`src/rtl/smc_pkg.sv`:
```
// Package: shared types and constants for the checked SPI mode 0 master.
`timescale 1ns / 1ps

package smc_pkg;

  localparam int COUNT_BITS = 16;
  localparam int IN_BITS    = 56;
  localparam int OUT_BITS   = 16;
  localparam logic [7:0] TOP_BIT = 8'h80;

  typedef logic [COUNT_BITS-1:0] cnt_t;

  typedef enum logic [9:0] {
    PH_IDLE   = 10'b00_0000_0001,
    PH_WLOAD  = 10'b00_0000_0010,
    PH_WMOSI  = 10'b00_0000_0100,
    PH_WSCKH  = 10'b00_0000_1000,
    PH_WSCKL  = 10'b00_0001_0000,
    PH_RSCKH  = 10'b00_0010_0000,
    PH_RSCKL  = 10'b00_0100_0000,
    PH_REND   = 10'b00_1000_0000,
    PH_CSUP   = 10'b01_0000_0000,
    PH_FINISH = 10'b10_0000_0000
  } phase_t;

  typedef enum logic [1:0] {
    CHK_NONE = 2'd0,
    CHK_CS   = 2'd1,
    CHK_SCK  = 2'd2,
    CHK_MOSI = 2'd3
  } chk_t;

  typedef struct packed {
    logic        mosi_level;
    logic        sck_level;
    logic        cs_level;
    logic        miso;
    logic [7:0]  write_byte;
    logic [15:0] read_count;
    logic [15:0] write_count;
    logic [7:0]  opcode;
    logic        start_req;
  } in_item_t;

  typedef struct packed {
    logic       ok;
    logic       done_res;
    logic       busy_res;
    logic       read_valid;
    logic [7:0] read_byte;
    logic       take_write_byte;
    logic       mosi;
    logic       sck;
    logic       cs;
  } res_t;

endpackage

```
`src/rtl/smc_core.sv`:
```
// Transaction state and single-pass per-word update of the SPI master.
`timescale 1ns / 1ps

module smc_core (
  input  logic             clk,
  input  logic             rst,
  input  logic             advance,
  input  smc_pkg::in_item_t item,
  output smc_pkg::res_t     res
);
  import smc_pkg::*;

  phase_t     phase, phase_next;
  logic [2:0] bit_index, bit_index_next;
  logic [7:0] shift_reg, shift_reg_next;
  cnt_t       writes_left, writes_left_next;
  cnt_t       reads_left, reads_left_next;
  logic       status_ok, status_ok_next;
  logic       cs_drv, cs_drv_next;
  logic       sck_drv, sck_drv_next;
  logic       mosi_drv, mosi_drv_next;
  chk_t       chk, chk_next;

  logic       fail;
  logic       run;
  phase_t     ph_sel;
  logic       take;
  logic [7:0] rbyte;
  logic       rvalid;
  logic       done;

  always_comb begin
    phase_next       = phase;
    bit_index_next   = bit_index;
    shift_reg_next   = shift_reg;
    writes_left_next = writes_left;
    reads_left_next  = reads_left;
    status_ok_next   = status_ok;
    cs_drv_next      = cs_drv;
    sck_drv_next     = sck_drv;
    mosi_drv_next    = mosi_drv;
    chk_next         = chk;
    take             = 1'b0;
    rbyte            = 8'd0;
    rvalid           = 1'b0;
    done             = 1'b0;
    run              = 1'b1;
    ph_sel           = phase;

    case (chk)
      CHK_CS:   fail = item.cs_level != cs_drv;
      CHK_SCK:  fail = item.sck_level != sck_drv;
      CHK_MOSI: fail = item.mosi_level != mosi_drv;
      default:  fail = 1'b0;
    endcase

    // readback mismatch: abort, bring SCK low first if it is high
    if (fail) begin
      status_ok_next = 1'b0;
      if (phase != PH_FINISH) begin
        ph_sel = PH_CSUP;
        if (sck_drv) begin
          sck_drv_next = 1'b0;
          chk_next     = CHK_SCK;
          phase_next   = PH_CSUP;
          run          = 1'b0;
        end
      end
    end

    if (run) begin
      unique case (ph_sel)
        PH_IDLE: begin
          if (item.start_req) begin
            shift_reg_next   = item.opcode;
            writes_left_next = COUNT_BITS'(item.write_count);
            reads_left_next  = COUNT_BITS'(item.read_count);
            status_ok_next   = 1'b1;
            bit_index_next   = 3'd0;
            cs_drv_next      = 1'b0;
            chk_next         = CHK_CS;
            phase_next       = PH_WMOSI;
          end else begin
            chk_next   = CHK_NONE;
            phase_next = PH_IDLE;
          end
        end
        PH_WLOAD: begin
          shift_reg_next   = item.write_byte;
          take             = 1'b1;
          writes_left_next = writes_left - cnt_t'(1);
          bit_index_next   = 3'd0;
          mosi_drv_next    = |(item.write_byte & TOP_BIT);
          chk_next         = CHK_MOSI;
          phase_next       = PH_WSCKH;
        end
        PH_WMOSI: begin
          mosi_drv_next = shift_reg[~bit_index];
          chk_next      = CHK_MOSI;
          phase_next    = PH_WSCKH;
        end
        PH_WSCKH: begin
          sck_drv_next = 1'b1;
          chk_next     = CHK_SCK;
          phase_next   = PH_WSCKL;
        end
        PH_WSCKL: begin
          sck_drv_next = 1'b0;
          chk_next     = CHK_SCK;
          if (bit_index == 3'd7) begin
            bit_index_next = 3'd0;
            if (writes_left != '0) begin
              phase_next = PH_WLOAD;
            end else if (reads_left != '0) begin
              phase_next = PH_RSCKH;
            end else begin
              phase_next = PH_CSUP;
            end
          end else begin
            bit_index_next = bit_index + 3'd1;
            phase_next     = PH_WMOSI;
          end
        end
        PH_RSCKH: begin
          if (bit_index == 3'd0) begin
            shift_reg_next = 8'd0;
          end
          sck_drv_next = 1'b1;
          chk_next     = CHK_SCK;
          phase_next   = PH_RSCKL;
        end
        PH_RSCKL: begin
          shift_reg_next[~bit_index] = shift_reg[~bit_index] | item.miso;
          sck_drv_next = 1'b0;
          chk_next     = CHK_SCK;
          if (bit_index == 3'd7) begin
            bit_index_next = 3'd0;
            phase_next     = PH_REND;
          end else begin
            bit_index_next = bit_index + 3'd1;
            phase_next     = PH_RSCKH;
          end
        end
        PH_REND: begin
          // deliver, then start the next byte or raise CS in the same word
          rbyte           = shift_reg;
          rvalid          = 1'b1;
          reads_left_next = reads_left - cnt_t'(1);
          if (reads_left_next != '0) begin
            shift_reg_next = 8'd0;
            sck_drv_next   = 1'b1;
            chk_next       = CHK_SCK;
            phase_next     = PH_RSCKL;
          end else begin
            cs_drv_next = 1'b1;
            chk_next    = CHK_CS;
            phase_next  = PH_FINISH;
          end
        end
        PH_CSUP: begin
          cs_drv_next = 1'b1;
          chk_next    = CHK_CS;
          phase_next  = PH_FINISH;
        end
        PH_FINISH: begin
          done       = 1'b1;
          chk_next   = CHK_NONE;
          phase_next = PH_IDLE;
        end
        default: begin
          chk_next   = CHK_NONE;
          phase_next = PH_IDLE;
        end
      endcase
    end

    res.cs              = cs_drv_next;
    res.sck             = sck_drv_next;
    res.mosi            = mosi_drv_next;
    res.take_write_byte = take;
    res.read_byte       = rbyte;
    res.read_valid      = rvalid;
    res.busy_res        = phase_next != PH_IDLE;
    res.done_res        = done;
    res.ok              = status_ok_next;
  end

  always_ff @(posedge clk) begin
    if (rst) begin
      phase       <= PH_IDLE;
      bit_index   <= 3'd0;
      shift_reg   <= 8'd0;
      writes_left <= '0;
      reads_left  <= '0;
      status_ok   <= 1'b1;
      cs_drv      <= 1'b1;
      sck_drv     <= 1'b0;
      mosi_drv    <= 1'b0;
      chk         <= CHK_NONE;
    end else if (advance) begin
      phase       <= phase_next;
      bit_index   <= bit_index_next;
      shift_reg   <= shift_reg_next;
      writes_left <= writes_left_next;
      reads_left  <= reads_left_next;
      status_ok   <= status_ok_next;
      cs_drv      <= cs_drv_next;
      sck_drv     <= sck_drv_next;
      mosi_drv    <= mosi_drv_next;
      chk         <= chk_next;
    end
  end

  a_idle_cs_high: assert property (@(posedge clk) disable iff (rst)
    phase == PH_IDLE |-> cs_drv)
    else $error("chip select low while idle");

  a_sck_high_phase: assert property (@(posedge clk) disable iff (rst)
    sck_drv |-> (phase == PH_WSCKL || phase == PH_RSCKL))
    else $error("SCK high outside a clock-low phase");

  a_finish_to_idle: assert property (@(posedge clk) disable iff (rst)
    (advance && phase == PH_FINISH) |=> phase == PH_IDLE && chk == CHK_NONE)
    else $error("finish did not return to idle");

  a_done_clean: assert property (@(posedge clk) disable iff (rst)
    res.done_res |-> (!res.busy_res && res.cs && !res.sck))
    else $error("done with pins not at rest");

  a_abort_sck: assert property (@(posedge clk) disable iff (rst)
    (advance && fail && sck_drv && phase != PH_FINISH) |=>
      (!sck_drv && chk == CHK_SCK && phase == PH_CSUP && !status_ok))
    else $error("abort with SCK high mishandled");

endmodule

```
`src/rtl/spi_mode0_master_checked.sv`:
```
// Top level: stream ports and output register around the SPI master update.
// A result word is on m_axis_tdata in the cycle after its input word is taken.
// While results are taken, one word per cycle, each one pin tick updated in one pass.
// The output register lets a new word in while the last result waits, as long as
// it is taken in the same cycle. Synchronous active-high reset: idle, CS high,
// SCK and MOSI low, status ok, no pending pin check, output register empty.
`timescale 1ns / 1ps

module spi_mode0_master_checked (
  input  logic                         clk,
  input  logic                         rst,
  input  logic                         s_axis_tvalid,
  output logic                         s_axis_tready,
  // start_req, opcode, write_count, read_count, write_byte, miso,
  // cs_level, sck_level, mosi_level, zero pad
  input  logic [smc_pkg::IN_BITS-1:0]  s_axis_tdata,
  output logic                         m_axis_tvalid,
  input  logic                         m_axis_tready,
  // cs, sck, mosi, take_write_byte, read_byte, read_valid, busy_res, done_res, ok
  output logic [smc_pkg::OUT_BITS-1:0] m_axis_tdata
);
  import smc_pkg::*;

  in_item_t item;
  res_t     res;
  res_t     res_q;
  logic     accept;

  assign item          = s_axis_tdata[$bits(in_item_t)-1:0];
  assign s_axis_tready = !m_axis_tvalid || m_axis_tready;
  assign accept        = s_axis_tvalid && s_axis_tready;
  assign m_axis_tdata  = res_q;

  smc_core u_core (
    .clk     (clk),
    .rst     (rst),
    .advance (accept),
    .item    (item),
    .res     (res)
  );

  always_ff @(posedge clk) begin
    if (rst) begin
      m_axis_tvalid <= 1'b0;
    end else if (accept) begin
      m_axis_tvalid <= 1'b1;
    end else if (m_axis_tready) begin
      m_axis_tvalid <= 1'b0;
    end
  end

  always_ff @(posedge clk) begin
    if (accept) begin
      res_q <= res;
    end
  end

endmodule

```
`config.mk`:
```
export PLATFORM = sky130hd
export DESIGN_NAME = spi_mode0_master_checked
export DESIGN_NICKNAME = d
export VERILOG_FILES = /design/src/rtl/smc_pkg.sv /design/src/rtl/smc_core.sv /design/src/rtl/spi_mode0_master_checked.sv
export SDC_FILE = /design/constraint.sdc
export NUM_CORES = 1
export LEC_CHECK = 0
export ABC_AREA = 1
export ABC_CLOCK_PERIOD_IN_PS = 4950
export BUFFER_PORTS_ARGS = -buffer_cell sky130_fd_sc_hd__buf_2
export CAP_MARGIN = 20
export CORE_UTILIZATION = 60
export CTS_BUF_LIST = sky130_fd_sc_hd__clkbuf_8
export CTS_CLUSTER_DIAMETER = 50
export DETAILED_ROUTE_END_ITERATION = 10
export GPL_TIMING_DRIVEN = 1
export PLACE_DENSITY = 0.84
export SYNTH_ARGS = -nofsm -noshare
export SYNTH_HDL_FRONTEND = slang
export SYNTH_HIERARCHICAL = 1
export SYNTH_SLANG_ARGS = --single-unit
```
`constraint.sdc`:
```
create_clock -name clk -period 4.95 [get_ports clk]
set_input_delay 0.7425 -clock clk [delete_from_list [all_inputs] [get_ports clk]]
set_output_delay 0.7425 -clock clk [all_outputs]
set_load 0.01 [all_outputs]
```
# Yosys cells after proc, flatten, opt, wreduce, memory -nomap -nowiden
# Index checks and enable logic that the tools add are counted.
[op_classes]
n_bitwise = 2
n_lt_le_gt_ge = 2
addsub = 3
n_eq_ne = 22
muxes = 60
n_reduce_logical = 26
[op_table]
columns = ["cell", "count"]
rows = [
  ["10-bit two-way mux", 9],
  ["10-bit one-hot mux with 8 select lines", 1],
  ["16-bit one-hot mux with 2 select lines", 2],
  ["16-bit nonzero test", 3],
  ["8-bit one-hot mux with 5 select lines", 1],
  ["16-bit two-way mux", 2],
  ["8-bit two-way mux", 4],
  ["16-bit by 1-bit subtractor with 16-bit output, second input constant", 2],
  ["1-bit two-way mux", 23],
  ["4-bit AND reduction", 4],
  ["2-bit nonzero test", 6],
  ["10-bit by 1-bit == test with 1-bit output, second input constant", 1],
  ["10-bit == test, second input constant", 1],
  ["10-bit by 2-bit == test with 1-bit output, second input constant", 1],
  ["10-bit by 3-bit == test with 1-bit output, second input constant", 1],
  ["10-bit by 4-bit == test with 1-bit output, second input constant", 1],
  ["10-bit by 5-bit == test with 1-bit output, second input constant", 1],
  ["10-bit by 6-bit == test with 1-bit output, second input constant", 1],
  ["10-bit by 7-bit == test with 1-bit output, second input constant", 1],
  ["10-bit by 8-bit == test with 1-bit output, second input constant", 1],
  ["10-bit by 9-bit == test with 1-bit output, second input constant", 1],
  ["2-bit two-way mux", 5],
  ["10-bit by 1-bit inequality test with 1-bit output, second input constant", 1],
  ["10-bit inequality test, second input constant", 1],
  ["other kinds (30)", 41],
]
[word_totals]
regBits = 76
output_inout_bits = 18
elab_cells = 135

# Depth between registers and ports, before layout
[depth]
ltp_word = 8
ltp_mapped = 16
ltp_nobuf = 16

# Cells and area by module
# Netlist, hierarchy kept.
[modules_own_cells]
columns = ["mod", "instances", "area_per_inst_um2", "cells_each"]
rows = [
  ["smc_core", 1, 4493.1, 726],
  ["spi_mode0_master_checked", 1, 528.0, 22],
]

# Least setup slack after synthesis
# OpenSTA, ideal clock, no wires.
[synth_timing]
path_kind = "input-to-reg"
from = "in s_axis_tvalid"
to = "reg u_core.shift_reg[0]"
required_ns = 4.837
path_stages = 11
arrival_ns = 2.960
slack_ns = 1.877
setup_time_ns = 0.113
path_cell_list = "inv_1 a21oi_1 clkbuf_1 inv_1 nor2_2 nand2_4 nor2_2 nand3_2 buf_6 nor2_1 nor2_1"
[synth_between]
elab_chain_cells = 2
[synth_rtl]
columns = ["element", "line", "source"]
rows = [
  ["from (decl)", "spi_mode0_master_checked.sv:12", "input logic s_axis_tvalid,"],
  ["1-bit logical AND", "spi_mode0_master_checked.sv:31", "assign accept = s_axis_tvalid && s_axis_tready;"],
  ["via accept", "spi_mode0_master_checked.sv:27", "logic accept;"],
  ["6-bit AND reduction (no line)", "n/a", ""],
  ["to (signal assigned)", "smc_core.sv:203", "shift_reg <= shift_reg_next;"],
  ["to (decl)", "smc_core.sv:15", "logic [7:0] shift_reg, shift_reg_next;"],
]
# The timed path passes the listed nets, and every way through them passes these cells.
# A chain may end at the register's enable or synchronous reset.

# Worst setup path in the final report
[layout_timing]
from = "in s_axis_tdata[50] (netlist bit)"
to = "reg u_core.writes_left[0]"
[layout_between]
elab_chain_cells = 6
[layout_rtl]
columns = ["element", "line", "source"]
rows = [
  ["from (decl)", "spi_mode0_master_checked.sv:16", "input logic [smc_pkg::IN_BITS-1:0] s_axis_tdata,"],
  ["1-bit inequality test *", "smc_core.sv:51", "CHK_CS: fail = item.cs_level != cs_drv;"],
  ["1-bit one-hot mux with 3 select lines *", "smc_core.sv:50", "case (chk)"],
  ["10-bit two-way mux", "smc_core.sv:58", "if (fail) begin"],
  ["10-bit by 1-bit == test with 1-bit output / 10-bit by 2-bit == test with 1-bit output (equally long branches)", "smc_core.sv:72", "unique case (ph_sel)"],
  ["2-bit inequality test (no line) / 2-bit nonzero test (equally long branches)", "n/a", ""],
  ["4-bit AND reduction (no line)", "n/a", ""],
  ["to (signal assigned)", "smc_core.sv:204", "writes_left <= writes_left_next;"],
  ["to (decl)", "smc_core.sv:16", "cnt_t writes_left, writes_left_next;"],
]
# Mark *: on every way between the ends. The rest lies on a longest branch, timed or not.

==> impl_results.md <==
- Mapped Area: 5020 sq um
- Max clock buf depth: 2
- Final Cycle Share: 58.5%
- Post-route setup TNS: 0 ns
- WL final: 12100 um
- Worst reg-to-reg setup slack: 2.18 ns
- Pwr/cell area: 315 nW/um^2
- Tmin final: 2.90 ns
- IO Count: 78
- Sequential share of power: 42.3%
- Critical Path Fanout Max: 25
- Final Setup Violations: 0
- Setup crit end: u_core/writes_left[0]
- Remaining DRCs: 0
- Most frequent cells in the layout: nand2_1, nor2_1, inv_1
- Mean post-synth cell area: 6.71 sq um
- Largest net degree at the start of global routing: 36
- Die area: 8740 sq um
- RSZ-0062 raised after global routing: false
- Total grt overflow: 0
- Postcts setup bufs: 0
- Clock power frac: 24.2%
- Max transition margin: 32.1%
- Vias in the first global route: 4676
- Cells on worst reg2reg path: 14
- Worst Setup End Kind: register
- Type of the worst setup path: input port to register
- Vias per cell: 5.53
- Crit start category: input port
- Crit path launch: s_axis_tdata[50]
- Die Span X: 93.5 um
- Clk Latency, worst-skew pair: 0.35 ns
- Drt first pass iters: 5
- Share of cells above drive strength 1: 16.1%
- Worst-margin pin slew: 1.02 ns
- Clock transition at path regs: 0.08 ns
- Main combinational cell family by area after synthesis: simple AND/OR/NAND/NOR gates
- Die H: 93.5 um
- Post-synthesis sequential area ratio: 33.5%
- Initial antenna violation count: 0
- Hold_buf cts: 0
- Wire length per cell: 13.3 um
- Compound-Gate Fraction of Synth Area: 11.1%
- Final net count: 868
- Core area: 8180 sq um
- P_leak: 2.71 nW
- Share of synthesized area spent on multiplexers: 0%
- Worst Skew: 0.0125 ns
- H-tree levels: 3
- Via count: 5040
- VDD IR max: 0.182 mV
- Top Metal Used: met4
- Final hold vios: 0
- Site Rows: 33
- Critical Path RT: 5.19 ns
- Post-CTS Resized: 0
- Post-synthesis adder-cell area fraction: 1.50%
- Most common cell after layout, fill and taps aside: nand2_1
- IO buf count: 74
- Xor and xnor area share after synthesis: 4.19%
- Worst r2r src: u_core/sck_drv
- Net Sw Frac: 37.7%
- Logic pwr share: 33.5%
- CTS tree: yes
- Placer Congestion: 0.889
- CTS root buffer: clkbuf_8
- Synthesized flop and latch total: 76
- Status: complete, no violations
- Met3 WL: 662 um
- Syn Nets: 814
- Min-delay worst type: register to register
- Cells after synthesis: 748
- Pint: 1.09 mW
- Metal2 WL: 5910 um
- DP Wirelength: 8460 um
- Post-Synth Simple-Gate Area: 39.8%
- TritonCTS Buffers: 9
- Clock tree sinks: 76
- Switching power: 657 uW
- P&R area growth vs syn: 10.2%
- Diode count: 0
- YS warnings: 6
- Critical path arrival: 3.13 ns
- Max-cap viol count: 0
- Initial DRC count: 284
- Starting density of the core: 61.4%
- Synth cell types: 43
- Wl on met1: 5320 um
- Fmax: 345 MHz
- Remaining antenna violation count: 0
- Final Max Tran Viols: 0
- Capturing point of the worst reg2reg path: u_core/writes_left[0]
- PnR worst setup slack: 2.05 ns
- Place WS: 1.77 ns
- Total GRT Usage: 29.1%
- Global-route wire length before repair: 20400 um
==> worst max-delay path: stages <==
cell     delay [ns]
buf_2          0.10
inv_1          0.05
nand2_1        0.05
nand3_1        0.13
nand3_4        0.15
nor2_1         0.16
nand2_1        0.19
nor2_1         0.13
nand2_1        0.30
nand2_1        0.19
inv_1          0.08
nor2_4         0.40
inv_2          0.18
o21ai_0        0.21
a21oi_1        0.06
==> worst min path at each step <==
stage	end	startpoint	cells past startpoint	slack (ns)
6_report	u_core/status_ok	u_core/status_ok	2	0.49
5_1_grt	u_core/status_ok	u_core/status_ok	2	0.54
3_3_place_gp	u_core/status_ok	u_core/status_ok	2	0.46
2_1_floorplan	u_core/status_ok	u_core/status_ok	2	0.44
3_5_place_dp	u_core/status_ok	u_core/status_ok	2	0.47
4_1_cts	u_core/status_ok	u_core/status_ok	2	0.49
==> kinds of logic (layout without fill, tap and decap cells) <==
logic type      Yosys count  in the layout
simple gates            430            430
buf+inv                 118            177
compound gates           94             94
flops                    76             76
xor+xnor                 24             24
fa+ha+maj                 6              6
==> power by group through the flow <==
stage               registers [mW]  clock network [mW]  logic (mW)
finish                       0.737               0.422       0.583
global route                 0.744               0.457       0.662
CTS                          0.735               0.427       0.579
detailed placement           0.748                   0       0.574
global placement             0.746                   0       0.556
floorplan                    0.741                   0       0.463
==> metrics by stage <==
step	power (mW)	hold WS [ns]	utilization (%)	cell area, sq um	std cells
detailed placement	1.32	0.467	65.7	5370	896
global route	1.86	0.536	67.7	5530	912
finish	1.74	0.495	67.7	5530	912
global placement	1.30	0.456	65.7	5370	896
CTS	1.74	0.492	67.7	5530	912
floorplan	1.20	0.441	-	5020	748
==> final cells by class <==
| type | instances | area, sq um |
|---|---|---|
| Clock buffer | 9 | 124 |
| Clock inverter | 7 | 42.5 |
| Fill cell | 716 | 2640 |
| Inverter | 84 | 317 |
| Multi-Input combinational cell | 554 | 2850 |
| Sequential cell | 76 | 1680 |
| Tap cell | 105 | 131 |
| Timing Repair Buffer | 77 | 393 |
==> cell usage after synthesis <==
library cell	instances	area, sq um
a21oi_1	30	150
a21oi_2	1	8.76
a31oi_1	1	6.26
and2_1	1	6.26
buf_1	1	3.75
buf_2	7	35.0
buf_4	10	75.1
buf_6	1	11.3
clkbuf_1	15	56.3
clkinv_1	2	7.51
clkinv_2	1	5.00
dfxtp_1	60	1200
edfxtp_1	16	480
ha_1	6	75.1
inv_1	78	293
inv_2	3	11.3
nand2_1	169	634
nand2_2	1	6.26
nand2_4	1	11.3
nand3_1	56	280
nand3_2	3	30.0
nand3_4	1	17.5
nand3b_1	3	22.5
nand4_1	18	113
nor2_1	127	477
nor2_2	5	31.3
nor2_4	2	22.5
nor2_8	1	20.0
nor3_1	22	110
nor3_2	5	50.1
nor3_4	1	16.3
nor3b_2	10	125
nor4_1	4	25.0
o211a_1	5	50.1
o211ai_1	9	67.6
o211ai_2	1	12.5
o21a_1	1	7.51
o21ai_0	43	215
o21ai_1	1	5.00
o31ai_1	1	7.51
o41ai_4	1	27.5
xnor2_1	10	87.6
xor2_1	14	123
==> per-layer routing <==
metal	global-route usage, %	vias up
met5	0	-
met4	13.1	0
met3	4.63	22
met2	49.1	183
met1	36.3	2294
li1	-	2541
Note: power is estimated with default switching activity, not from simulation.
